**src/hdl/cmp_pkg.sv**
```systemverilog
// ----------------------------------------------------------------------------
// cmp_pkg
// Shared types and constants for the CoAP message parser: byte classes,
// parse phases, status codes and the parser state and result records.
// ----------------------------------------------------------------------------
package cmp_pkg;

    localparam int MAX_TOKEN_BYTES = 8;

    // byte class codes
    localparam logic [2:0] CLS_HEADER = 3'd0;
    localparam logic [2:0] CLS_TOKEN  = 3'd1;
    localparam logic [2:0] CLS_OPT    = 3'd2;
    localparam logic [2:0] CLS_EXT    = 3'd3;
    localparam logic [2:0] CLS_VALUE  = 3'd4;
    localparam logic [2:0] CLS_MARKER = 3'd5;
    localparam logic [2:0] CLS_PAY    = 3'd6;
    localparam logic [2:0] CLS_DISC   = 3'd7;

    // parse phase codes; header phase is the all-zero code
    localparam logic [2:0] PH_HDR  = 3'd0;
    localparam logic [2:0] PH_TOK  = 3'd1;
    localparam logic [2:0] PH_OPT  = 3'd2;
    localparam logic [2:0] PH_DEXT = 3'd3;
    localparam logic [2:0] PH_LEXT = 3'd4;
    localparam logic [2:0] PH_VAL  = 3'd5;
    localparam logic [2:0] PH_PAY  = 3'd6;
    localparam logic [2:0] PH_DISC = 3'd7;

    // status codes
    localparam logic [1:0] ST_BUSY    = 2'd0;
    localparam logic [1:0] ST_OK      = 2'd1;
    localparam logic [1:0] ST_INVALID = 2'd2;

    localparam logic [7:0]  C_MARKER      = 8'hFF;
    localparam logic [1:0]  C_VERSION     = 2'd1;
    localparam logic [3:0]  C_NIB_EXT1    = 4'd13;
    localparam logic [3:0]  C_NIB_RSVD    = 4'd15;
    localparam logic [16:0] C_EXT1_BASE   = 17'd13;
    localparam logic [16:0] C_EXT2_BASE   = 17'd269;
    localparam logic [17:0] C_OPT_NUM_MAX = 18'd65535;
    localparam logic [3:0]  C_TKL_MAX     = 4'(MAX_TOKEN_BYTES);

    typedef struct packed {
        logic [2:0]  phase;
        logic [1:0]  byte_cnt;
        logic [1:0]  version;
        logic [1:0]  msg_type;
        logic [3:0]  tok_len;
        logic [7:0]  code;
        logic [15:0] message_id;
        logic [63:0] token_value;
        logic [3:0]  token_left;
        logic [15:0] option_sum;
        logic [3:0]  delta_nib;
        logic [3:0]  length_nib;
        logic [15:0] ext_acc;
        logic [16:0] value_left;
        logic [7:0]  option_count;
        logic        error;
        logic        option_seen;
        logic [16:0] cur_length;
    } t_state;

    // packed from the top bit down; byte_class lands in the lowest bits
    typedef struct packed {
        logic        pad;
        logic [1:0]  status;
        logic        option_done;
        logic [16:0] opt_len;
        logic [15:0] opt_num;
        logic [7:0]  option_index;
        logic [63:0] token_value;
        logic [15:0] message_id;
        logic [7:0]  code;
        logic [3:0]  tok_len;
        logic [1:0]  msg_type;
        logic [1:0]  version;
        logic [2:0]  byte_class;
    } t_result;

endpackage

```
**src/hdl/cmp_decode.sv**
```systemverilog
// ----------------------------------------------------------------------------
// cmp_decode
// Next-state and result logic for one message byte: classifies the byte,
// updates header, token and option tracking, and forms the status.
// ----------------------------------------------------------------------------
module cmp_decode (
    input  cmp_pkg::t_state  i_state,
    input  logic [7:0]       i_byte,
    input  logic             i_last,
    output cmp_pkg::t_state  o_state,
    output cmp_pkg::t_result o_result
);

    cmp_pkg::t_state n;
    logic [2:0]  cls;
    logic        done;
    logic        do_delta;
    logic        do_finish;
    logic [16:0] delta_val;
    logic [16:0] len_val;
    logic [17:0] sum;
    logic [15:0] ext_new;
    logic        valid_end;
    logic [1:0]  status;

    assign ext_new = {i_state.ext_acc[7:0], i_byte};

    always_comb begin
        n         = i_state;
        cls       = cmp_pkg::CLS_DISC;
        done      = 1'b0;
        do_delta  = 1'b0;
        do_finish = 1'b0;
        delta_val = '0;
        len_val   = '0;
        sum       = '0;

        case (i_state.phase)
            cmp_pkg::PH_HDR: begin
                cls = cmp_pkg::CLS_HEADER;
                case (i_state.byte_cnt)
                    2'd0: begin
                        n.version      = i_byte[7:6];
                        n.msg_type     = i_byte[5:4];
                        n.tok_len      = i_byte[3:0];
                        n.code         = '0;
                        n.message_id   = '0;
                        if (i_byte[7:6] != cmp_pkg::C_VERSION ||
                            i_byte[3:0] > cmp_pkg::C_TKL_MAX) begin
                            n.error = 1'b1;
                            n.phase = cmp_pkg::PH_DISC;
                        end else begin
                            n.token_left = i_byte[3:0];
                            n.byte_cnt   = 2'd1;
                        end
                    end
                    2'd1: begin
                        n.code     = i_byte;
                        n.byte_cnt = 2'd2;
                    end
                    2'd2: begin
                        n.message_id[15:8] = i_byte;
                        n.byte_cnt         = 2'd3;
                    end
                    default: begin
                        n.message_id[7:0] = i_byte;
                        n.byte_cnt        = 2'd0;
                        n.phase = (i_state.token_left != '0) ? cmp_pkg::PH_TOK
                                                             : cmp_pkg::PH_OPT;
                    end
                endcase
            end
            cmp_pkg::PH_TOK: begin
                cls           = cmp_pkg::CLS_TOKEN;
                n.token_value = {i_state.token_value[55:0], i_byte};
                n.token_left  = i_state.token_left - 4'd1;
                if (n.token_left == '0) begin
                    n.phase = cmp_pkg::PH_OPT;
                end
            end
            cmp_pkg::PH_OPT: begin
                if (i_byte == cmp_pkg::C_MARKER) begin
                    cls     = cmp_pkg::CLS_MARKER;
                    n.phase = cmp_pkg::PH_PAY;
                end else begin
                    cls = cmp_pkg::CLS_OPT;
                    // first option keeps index zero, later ones count up to 255
                    if (i_state.option_seen) begin
                        if (i_state.option_count != 8'hFF) begin
                            n.option_count = i_state.option_count + 8'd1;
                        end
                    end else begin
                        n.option_seen = 1'b1;
                    end
                    n.delta_nib  = i_byte[7:4];
                    n.length_nib = i_byte[3:0];
                    if (i_byte[7:4] == cmp_pkg::C_NIB_RSVD ||
                        i_byte[3:0] == cmp_pkg::C_NIB_RSVD) begin
                        n.error = 1'b1;
                        n.phase = cmp_pkg::PH_DISC;
                    end else if (i_byte[7:4] < cmp_pkg::C_NIB_EXT1) begin
                        do_delta  = 1'b1;
                        delta_val = {13'd0, i_byte[7:4]};
                    end else begin
                        n.ext_acc  = '0;
                        n.byte_cnt = (i_byte[7:4] == cmp_pkg::C_NIB_EXT1) ? 2'd1 : 2'd2;
                        n.phase    = cmp_pkg::PH_DEXT;
                    end
                end
            end
            cmp_pkg::PH_DEXT: begin
                cls        = cmp_pkg::CLS_EXT;
                n.ext_acc  = ext_new;
                n.byte_cnt = i_state.byte_cnt - 2'd1;
                if (n.byte_cnt == '0) begin
                    do_delta  = 1'b1;
                    delta_val = {1'b0, ext_new} +
                                ((i_state.delta_nib == cmp_pkg::C_NIB_EXT1) ?
                                 cmp_pkg::C_EXT1_BASE : cmp_pkg::C_EXT2_BASE);
                end
            end
            cmp_pkg::PH_LEXT: begin
                cls        = cmp_pkg::CLS_EXT;
                n.ext_acc  = ext_new;
                n.byte_cnt = i_state.byte_cnt - 2'd1;
                if (n.byte_cnt == '0) begin
                    do_finish = 1'b1;
                    len_val   = {1'b0, ext_new} +
                                ((i_state.length_nib == cmp_pkg::C_NIB_EXT1) ?
                                 cmp_pkg::C_EXT1_BASE : cmp_pkg::C_EXT2_BASE);
                end
            end
            cmp_pkg::PH_VAL: begin
                cls          = cmp_pkg::CLS_VALUE;
                n.value_left = i_state.value_left - 17'd1;
                if (n.value_left == '0) begin
                    n.phase = cmp_pkg::PH_OPT;
                end
            end
            cmp_pkg::PH_PAY: begin
                cls = cmp_pkg::CLS_PAY;
            end
            default: begin
                cls = cmp_pkg::CLS_DISC;
            end
        endcase

        // add the delta to the running option number
        if (do_delta) begin
            sum = {2'd0, i_state.option_sum} + {1'b0, delta_val};
            if (sum > cmp_pkg::C_OPT_NUM_MAX) begin
                n.option_sum = 16'hFFFF;
                n.error      = 1'b1;
                n.phase      = cmp_pkg::PH_DISC;
            end else begin
                n.option_sum = sum[15:0];
                if (n.length_nib < cmp_pkg::C_NIB_EXT1) begin
                    do_finish = 1'b1;
                    len_val   = {13'd0, n.length_nib};
                end else begin
                    n.ext_acc  = '0;
                    n.byte_cnt = (n.length_nib == cmp_pkg::C_NIB_EXT1) ? 2'd1 : 2'd2;
                    n.phase    = cmp_pkg::PH_LEXT;
                end
            end
        end

        if (do_finish) begin
            n.cur_length = len_val;
            n.value_left = len_val;
            done         = 1'b1;
            n.phase      = (len_val != '0) ? cmp_pkg::PH_VAL : cmp_pkg::PH_OPT;
        end

        valid_end = (n.phase == cmp_pkg::PH_OPT) ||
                    (n.phase == cmp_pkg::PH_PAY && cls == cmp_pkg::CLS_PAY);
        if (n.error) begin
            status = cmp_pkg::ST_INVALID;
        end else if (i_last) begin
            status = valid_end ? cmp_pkg::ST_OK : cmp_pkg::ST_INVALID;
        end else begin
            status = cmp_pkg::ST_BUSY;
        end

        o_result.pad           = 1'b0;
        o_result.status        = status;
        o_result.option_done   = done;
        o_result.opt_len       = n.cur_length;
        o_result.opt_num       = n.option_sum;
        o_result.option_index  = n.option_count;
        o_result.token_value   = n.token_value;
        o_result.message_id    = n.message_id;
        o_result.code          = n.code;
        o_result.tok_len       = n.tok_len;
        o_result.msg_type      = n.msg_type;
        o_result.version       = n.version;
        o_result.byte_class    = cls;

        // final byte: start the next message from a clean state
        o_state = i_last ? '0 : n;
    end

endmodule

```
**src/hdl/coap_message_parser_unit.sv**
```systemverilog
// ----------------------------------------------------------------------------
// coap_message_parser_unit
// Byte-stream CoAP message parser with one result per input byte.
// ----------------------------------------------------------------------------
// Takes one byte per transfer, at a rate of one byte per clock cycle while
// the output is not stalled, and returns exactly one result per byte in the
// next cycle. The parse state is updated in the same cycle the byte is taken,
// and the result sits in an output register, so the next byte is taken while
// a result waits as long as the downstream side takes it in the same cycle.
// Throughput is set by that single output register: one byte per cycle when
// the output is never stalled. A byte with tlast high ends the message and
// the parser returns to its reset state for the next one.
module coap_message_parser_unit (
    input  logic         i_clk,
    input  logic         i_rst_n,
    input  logic         i_s_axis_tvalid,
    output logic         o_s_axis_tready,
    input  logic [7:0]   i_s_axis_tdata,   // [7:0] data_byte
    input  logic         i_s_axis_tlast,   // last_byte
    output logic         o_m_axis_tvalid,
    input  logic         i_m_axis_tready,
    // [2:0] byte_class, [4:3] version, [6:5] msg_type, [10:7] tok_len,
    // [18:11] code, [34:19] message_id, [98:35] token_value,
    // [106:99] option_index, [122:107] opt_num,
    // [139:123] opt_len, [140] option_done, [142:141] status, [143] zero
    output logic [143:0] o_m_axis_tdata
);

    cmp_pkg::t_state  r_state;
    cmp_pkg::t_state  n_state;
    cmp_pkg::t_result r_result;
    cmp_pkg::t_result n_result;
    logic             r_out_valid;
    logic             w_accept;

    cmp_decode u_decode (
        .i_state  (r_state),
        .i_byte   (i_s_axis_tdata),
        .i_last   (i_s_axis_tlast),
        .o_state  (n_state),
        .o_result (n_result)
    );

    assign o_s_axis_tready = !r_out_valid || i_m_axis_tready;
    assign w_accept        = i_s_axis_tvalid && o_s_axis_tready;

    always_ff @(posedge i_clk) begin
        if (!i_rst_n) begin
            r_state     <= '0;   // header phase, all fields clear
            r_out_valid <= 1'b0;
        end else begin
            if (w_accept) begin
                r_state     <= n_state;
                r_out_valid <= 1'b1;
            end else if (i_m_axis_tready) begin
                r_out_valid <= 1'b0;
            end
        end
    end

    // hold the result until the downstream side takes it
    always_ff @(posedge i_clk) begin
        if (w_accept) begin
            r_result <= n_result;
        end
    end

    assign o_m_axis_tvalid = r_out_valid;
    assign o_m_axis_tdata  = r_result;

endmodule
```
**config.mk**
```make
export PLATFORM = sky130hd
export DESIGN_NAME = coap_message_parser_unit
export DESIGN_NICKNAME = d
export VERILOG_FILES = /design/src/hdl/cmp_pkg.sv /design/src/hdl/cmp_decode.sv /design/src/hdl/coap_message_parser_unit.sv
export SDC_FILE = /design/constraint.sdc
export NUM_CORES = 1
export LEC_CHECK = 0
export CAP_MARGIN = 0
export CORE_ASPECT_RATIO = 0.8
export CORE_MARGIN = 2
export CORE_UTILIZATION = 27
export CTS_CLUSTER_DIAMETER = 120
export DETAILED_ROUTE_END_ITERATION = 8
export DONT_BUFFER_PORTS = 1
export PLACE_DENSITY = 0.52
export SETUP_SLACK_MARGIN = 0.3
export SYNTH_ARGS = -nofsm -noshare
export SYNTH_HDL_FRONTEND = slang
export SYNTH_SLANG_ARGS = --single-unit
```
**constraint.sdc**
```tcl
create_clock -name i_clk -period 14.6 [get_ports i_clk]
set_clock_uncertainty 0.1 [all_clocks]
set_input_delay 2.19 -clock i_clk [delete_from_list [all_inputs] [get_ports i_clk]]
set_output_delay 2.19 -clock i_clk [all_outputs]
set_load 0.03 [all_outputs]
```
Yosys cells after proc, flatten, opt, wreduce, memory -nomap -nowiden
Cells that the tools add are included.
- flip-flop bits (word level): 333
- RAM bits: 0
- logic and storage cells: 178
- memories: 0
- bits in latches: 0
- ROM bits: 0
- reduce and logical (&&, ||, !) cells: 24
- divide/modulo/power cells: 0
- multipliers: 0
- $add $sub $neg: 7
- equality and inequality tests: 23
- shift operators: 0
- $lt $le $gt $ge: 4
- bitwise gates (word level): 1
- multiplexer cells: 87
- operator list (kind ; number):
    189-bit two-way mux ; 1
    17-bit two-way mux ; 10
    16-bit two-way mux ; 7
    64-bit two-way mux ; 1
    8-bit case mux with 2 select lines ; 3
    8-bit two-way mux ; 5
    16-bit by 17-bit adder with 17-bit output ; 2
    17-bit case mux with 2 select lines ; 1
    32-bit two-way mux ; 1
    16-bit case mux with 2 select lines ; 1
    5-bit two-way mux ; 6
    3-bit two-way mux ; 9
    4-bit == test, second input constant ; 6
    24-bit two-way mux ; 1
    16-bit by 17-bit adder with 18-bit output ; 1
    18-bit by 16-bit greater-than comparator with 1-bit output, second input constant ; 1
    2-bit two-way mux ; 9
    9-bit two-way mux ; 2
    3-bit case mux with 6 select lines ; 1
    17-bit zero test ; 1
    1-bit two-way mux ; 17
    17-bit nonzero test ; 1
    17-bit by 1-bit subtractor with 17-bit output, second input constant ; 1
    4-bit two-way mux ; 4
    other kinds (35) ; 54

Logic depth before layout (Yosys ltp)
Gate-level depths: netlist (run 1).
- depth after elaboration: 18
- mapped depth: 20
- depth with buffers taken out: 17

Modules after synthesis
A second synthesis (run 1) with hierarchy kept.
- cells, all modules: 1945
- area, all modules: 18082.3 um^2
- modules (own cells, without submodules) (module ; instances ; seq. area each (um^2) ; cells an instance ; area an instance (um^2)):
    coap_message_parser_unit ; 1 ; 8127.8 ; 968 ; 11808.8
    cmp_decode ; 1 ; 0.0 ; 977 ; 6273.5

Least setup slack after synthesis (run 1)
No wires, ideal clock.
- kind: input-to-reg
- from: input i_m_axis_tready
- to: register r_state[32] (netlist name)
- slack: 6686 ps
- data required time: 14371 ps
- stages on the path: 7
- setup time: 129 ps
- data arrival time: 7684 ps
- cell sequence: nand2b_1 nand2_1 inv_1 clkbuf_1 o21ai_0 a21oi_1 o22ai_1
- word-level cells in the longest chain between the ends: 3
- ends and longest elaborated chain (item ; RTL line ; RTL):
    start: declaration ; coap_message_parser_unit.sv:21 ; input logic i_m_axis_tready,
    1-bit logical OR ; coap_message_parser_unit.sv:44 ; assign o_s_axis_tready = !r_out_valid || i_m_axis_tready;
    1-bit logical AND ; coap_message_parser_unit.sv:45 ; assign w_accept = i_s_axis_tvalid && o_s_axis_tready;
    named net w_accept ; coap_message_parser_unit.sv:34 ; logic w_accept;
    2-bit AND reduction (no source line) ; - ;
    end signal: assignment ; coap_message_parser_unit.sv:53 ; r_state <= n_state;
    end: declaration ; coap_message_parser_unit.sv:29 ; cmp_pkg::t_state r_state;
The timed path passes the listed nets, and every way through them passes these cells.
A chain may end at the register's enable or synchronous reset.

Final worst setup path (run 1)
- from: input i_s_axis_tdata[0]
- to: register r_state[41] (netlist name)
- word-level cells in the longest chain between the ends: 11
- ends and longest elaborated chain (item ; RTL line ; RTL):
    start: declaration ; coap_message_parser_unit.sv:18 ; input logic [7:0] i_s_axis_tdata,
    branches (longest 11 deep; another with 16-bit by 17-bit adder with 18-bit output) ; - ;
Several ways; the timed one is not identified. The select of a mux whose other input is x is not followed.

==> results.ini, run 1 <==
[status]
status=finished, final reports clean

[final_layout]
final_nets=1653
regArea_um2=7938
area_growth_pct=11.97
drive_above_1_share=0.07256
multiInputGateArea_um2=7406
post-route-cell-area_um2=17910
antenna_cells=0
nFillCells=5986
layoutNonFillerInstCount=2409

[timing]
hold_violations=0
fin_setup_tns_ns=0
fin_crit_sh=0.4558
rsz0062_at_grt=no
setup_viol=0
worst_slew_pin_slew_ns=1.140
maxSlewViolCount=0
fmax_mhz=150.3
max_slew_margin=0.2374
layout_min_cycle_time_ns=6.655

[logic_synthesis]
synth-edff-count=143
synthArstFlopShare=0
synth_common_cells=nand2_1 (299), dfxtp_1 (182), edfxtp_1 (143)
synth_top_cell_by_area=edfxtp_1
yosysWarnings=0
ys_seq_area_frac=0.4962
synth.most_common_cell=nand2_1
synth_top_cell_area_share=0.2685
synth-seq-cells=325
synth_cell_types=96
mappedNetlistArea_um2=16000
synth_area_leaders=edfxtp_1 (27%), dfxtp_1 (23%), nand2_1 (7.0%)
synthFlopType=dfxtp_1
netlist_instances=1679
postSynthAreaPerCell_um2=9.527
synth_nets=1722

[clocking]
cts_made_buffers=39
root_buffer=clkbuf_16
cts_resized=0
max-clock-path-buffers=3
cts.sinks=325
clock_latency_ns=0.57
cts_hold_buf=0
cts_tree=built
htree_levels=2
post_cts.repair.setup_buffers=0
path_clk_slew_ns=0.06

[global_routing]
grt_pass1_vias=11370
grt_antenna_before_repair=0
gr-total-overflow=0
grt_max_degree=160
grt_pass1_wl_mm=74.09
track_usage=0.1553

[routing]
wl_mm=49.41
antenna_left=0
vias_per_cell=5.208
first_pass_iters=8
via_count=12550
first_iter_violations=1300
wl_per_cell_um=20.51
drc=0

[worst_setup_path]
start_kind=primary input
worst-endpoint-arrival_ns=6.97
cp-end-kind=register
crit_path_top_delay_cell=or3_1
rrSetupSlack_ns=9.07
required_ns=14.91
r2r-start=r_state[187]$_SDFFE_PN0P_
crit_chain=ha_1, or3_1, and2_1, a21o_1, nand2_1, xor2_1, nor2_1, ha_1, nand2_1, o21ai_0, nor3b_1, a21o_1, a21o_2, a21oi_4, buf_4, inv_2, o21ai_4, o22ai_1
crit_start=i_s_axis_tdata[0]
crit_path_end=r_state[41]$_SDFFE_PN0P_
r2r_cells=17
criticalPathCategory=primary input to register
r2r_end=r_state[41]$_SDFFE_PN0P_
critical_path.max_stage_delay_ns=0.50
critPathMaxFanout=49

[placed_design]
portBuffers=0
dp_hpwl_mm=32.20
gp_congestion=0.9019
place_inst=2338
place_area_um2=16550

[run]
max_cap_viol_count=0

[power]
p_sw_frac=0.2687
internal-power_uw=1661
net-switching-power_uw=610.4
p_per_area_nw_per_um2=126.8
comb_power_share=0.080
p_leak_uw=0.006288
clockPowerShare=0.456
vdd_drop_max_v=0.00006091
seq_power_share=0.464

[die]
die_h_um=221.7
die_w_um=276.1
core.rowCount=79
core_area_um2=58320
floorplan.initialDensity=0.2743
die_area_um2=61220
io_pins=159

[min_path]
hold_path_class=register to register

## cells by family (layout without fill, tap and decap cells)
logic type,count (synthesis),count (layout),synth area share
buffers and inverters,162,123,0.04224
muxes,12,12,0.008214
adders and majority gates,30,30,0.02394
DFF,325,325,0.4962
xor gates and xnor gates,37,37,0.02026
AOI/OAI and AO/OA,471,471,0.2148
and+or+nand+nor,641,641,0.1941
other,1,1,0.0002344
## flip-flops by register name, indices dropped and copies added, names as in the netlist
signal,cells
o_m_axis_tvalid,1
o_m_axis_tdata,143
r_state,181
## layout make-up
class / count / area share
flip-flops and latches: 325 / 0.4432
multi-input cells: 1192 / 0.4135
clock buffers: 47 / 0.06078
well taps: 769 / 0.05372
clock inverters: 24 / 0.01509
inverters: 40 / 0.008663
repair buffers: 12 / 0.005030
## through the flow
stage	util	hold slack, ns	total power [uW]	setup slack (ns)
floorplan	-	0.3413	1206	6.686
global placement	0.2838	0.3579	1254	7.532
detailed placement	0.2838	0.3625	1255	7.484
CTS	0.3071	0.3779	2303	8.070
global route	0.3071	0.3991	2358	7.689
finish	0.3071	0.3797	2271	7.945
## metal layers
metal	wire length (um)	GRT usage	vias up
li1	-	-	5964
met2	20600	0.2240	401
met4	1064	0.03843	0
met1	24000	0.2261	6105
met5	0	0	-
met3	3740	0.04426	77
## how the worst min path moves through the flow
stage	cells after the start	to	start	slack [ns]
6_report	2	r_state[43]$_SDFFE_PN0P_	r_state[43]$_SDFFE_PN0P_	0.38
5_1_grt	2	r_state[9]$_SDFFE_PN0P_	r_state[9]$_SDFFE_PN0P_	0.40
4_1_cts	2	r_state[43]$_SDFFE_PN0P_	r_state[43]$_SDFFE_PN0P_	0.38
3_5_place_dp	1	r_state[2]$_SDFFE_PN0P_	r_state[2]$_SDFFE_PN0P_	0.36
3_3_place_gp	1	r_state[2]$_SDFFE_PN0P_	r_state[2]$_SDFFE_PN0P_	0.36
2_1_floorplan	2	r_state[42]$_SDFFE_PN0P_	r_state[42]$_SDFFE_PN0P_	0.34
## worst max-delay path, delay by kind of cell
kind                     cells  cell delay [ns]
XOR/XNOR                     1             0.14
adder cells (fa/ha/maj)      2             0.66
buffers and inverters        2             0.67
AO/OA/AOI/OAI                7             2.17
AND/OR/NAND/NOR              6             1.10
## layout by cell type, fill, tap and decap left out, types with 13 or more instances in the layout
cell type	netlist	final
xor2_1	13	13
a22oi_1	131	131
nand2_1	299	297
clkbuf_16	0	41
ha_1	29	29
a21oi_1	61	61
nor2_1	76	75
nor3_1	22	22
edfxtp_1	143	143
a22o_1	25	25
a211oi_1	13	13
inv_1	39	38
nand3_1	34	34
xnor2_1	24	24
o22ai_1	20	20
o21ai_0	67	67
dfxtp_1	182	182
a31oi_1	14	14
a21o_1	20	20
nor2b_1	127	127
## power groups by stage
stage	logic [uW]	registers [uW]	clock network, uW
6_report	182	1050	1040
5_1_grt	199	1060	1100
4_1_cts	182	1050	1070
3_5_place_dp	181	1070	0
3_3_place_gp	180	1070	0
2_1_floorplan	144	1060	0
Note: power is estimated with default switching activity, not from simulation.
==> run 2, diff against run 1 <==
==> constraint.sdc (replaced) <==
create_clock -name i_clk -period 6.9 [get_ports i_clk]
set_clock_uncertainty 0.1 [all_clocks]
set_input_delay 1.035 -clock i_clk [delete_from_list [all_inputs] [get_ports i_clk]]
set_output_delay 1.035 -clock i_clk [all_outputs]
set_load 0.03 [all_outputs]
==> run 2 against run 1 <==
Core utilization about the same. Worst setup slack lost 6.4 ns. Wire length grew 0.37%. Clock-buffer cell count up 8. Sequential power grew 110%. Largest power group unchanged. Register-to-register slack worse by 7.5 ns. Highest routed layer unchanged. Flip-flop and latch count unchanged. First-iteration DRC count fell by 14%. Die area did not move. Combinational power increased by 110%.
==> results.ini, run 2 (same netlist as run 1, synthesis figures left out) <==
[status]
status=finished, final reports clean

[final_layout]
final_core_util=0.3075
antenna_cells=0
final_cell_mix=nand2_1 (297), dfxtp_1 (182), edfxtp_1 (143)
area_growth_pct=12.12
layoutNonFillerInstCount=2412
final_nets=1655
final_common_cell=nand2_1
top_register=r_state
largest_reg_flops=181
drive_above_1_share=0.06999
nFillCells=5991

[worst_setup_path]
r2r_end=r_state[41]$_SDFFE_PN0P_
cp-end-kind=register
start_kind=register
critPathMaxFanout=18
critical_path.max_stage_delay_ns=0.63
crit_start=r_state[187]$_SDFFE_PN0P_
rrSetupSlack_ns=1.53
worst-endpoint-arrival_ns=5.69
crit_chain=or3b_1, nor3_2, nand2_1, o21ai_0, ha_1, inv_1, fa_1, nor2b_1, o31a_1, o31ai_4, a21o_1, a21o_2, a21oi_4, inv_2, o21ai_4, o22ai_1
crit_path_top_delay_cell=dfxtp_1
r2r-start=r_state[187]$_SDFFE_PN0P_
required_ns=7.22
r2r_cells=16
criticalPathCategory=register to register

[die]
die_area_um2=61220
die_w_um=276.1
core_area_um2=58320
floorplan.initialDensity=0.2743
io_pins=159
die_h_um=221.7
core.rowCount=79

[placed_design]
gp_congestion=0.8689
portBuffers=0
place_inst=2340
dp_hpwl_mm=31.94

[timing]
fmax_mhz=186.1
max_slew_margin=0.3378
worst_slew_pin_slew_ns=0.9933
rsz0062_at_grt=no
maxSlewViolCount=0
holdWs_ns=0.3823
fin_setup_tns_ns=0
setup_viol=0
hold_violations=0
layout_min_cycle_time_ns=5.372
fin_crit_sh=0.7786

[clocking]
post_cts.repair.setup_buffers=0
cts_made_buffers=39
htree_levels=2
cts_hold_buf=0
root_buffer=clkbuf_16
cts_resized=0
clock_latency_ns=0.57
cts_tree=built
path_clk_slew_ns=0.06
cts.sinks=325
max-clock-path-buffers=3

[global_routing]
grt_pass1_vias=11780
track_usage=0.1566
gr-total-overflow=0
grt_pass1_wl_mm=74.91
grt_max_degree=160
grt_antenna_before_repair=0

[min_path]
hold_path_class=register to register
min-delay-start=r_state[0]$_SDFFE_PN0P_
hold_end=r_state[0]$_SDFFE_PN0P_
holdPathStages=1

[power]
p_per_area_nw_per_um2=269.1
internal-power_uw=3543
net-switching-power_uw=1283
vdd_drop_max_v=0.0001463
finalPower_uw=4826
clockPowerShare=0.458
p_leak_uw=0.006302
p_sw_frac=0.2659
seq_power_share=0.462
comb_power_share=0.080

[routing]
wl_per_cell_um=20.56
via_count=12620
first_pass_iters=6
vias_per_cell=5.232
first_iter_violations=1113
drc=0
wl_mm=49.60
antenna_left=0

[run]
max_cap_viol_count=0

==> run 2: power by group through the flow <==
stage / Clock [uW] / Combinational, uW / Sequential, uW
floorplan: 0 / 303 / 2240
global placement: 0 / 379 / 2280
detailed placement: 0 / 382 / 2270
CTS: 2280 / 384 / 2230
global route: 2360 / 419 / 2240
finish: 2210 / 386 / 2230
==> run 2: metrics by stage <==
step	instance area (um2)	setup WS [ns]
after floorplan	16000	1.994
after global placement	16570	1.169
after detailed placement	16570	1.136
after CTS	17930	1.606
after global routing	17930	1.200
final	17930	1.528
==> run 2: area by class of cell <==
class | instances | area [um2] | area share
timing repair buffer | 14 | 105.1 | 0.005860
sequential | 325 | 7938 | 0.4426
inverter | 40 | 155.1 | 0.008651
multi-input combinational | 1192 | 7406 | 0.4129
clock buffer | 55 | 1140 | 0.06356
tap | 769 | 962.2 | 0.05365
clock inverter | 17 | 229.0 | 0.01277
==> run 2: worst max-delay path, delay by kind of cell (launching register included) <==
family	cells	cell delay, ns
and+or+nand+nor	4	1.28
DFF	1	0.63
AOI/OAI and AO/OA	8	2.30
adders and majority gates	2	0.63
buffers and inverters	2	0.27
==> run 2: worst max path at each step <==
| stage | endpoint | slack (ns) | cells after the start |
|---|---|---|---|
| after global routing | r_state[37]$_SDFFE_PN0P_ | 1.20 | 16 |
| final | r_state[41]$_SDFFE_PN0P_ | 1.53 | 16 |
| after global placement | r_state[38]$_SDFFE_PN0P_ | 1.17 | 17 |
| after floorplan | o_m_axis_tdata[136]$_DFFE_PP_ | 1.99 | 19 |
| after CTS | r_state[41]$_SDFFE_PN0P_ | 1.61 | 16 |
| after detailed placement | r_state[41]$_SDFFE_PN0P_ | 1.14 | 17 |
==> run 2: metal layers <==
metal,vias up,track usage,wire length (um),share of wire
met3,73,0.04331,3729,0.075
met4,0,0.04266,1000,0.020
met2,437,0.2265,21060,0.42
met1,6142,0.2268,23810,0.48
met5,-,0,0,0
li1,5968,-,-,-
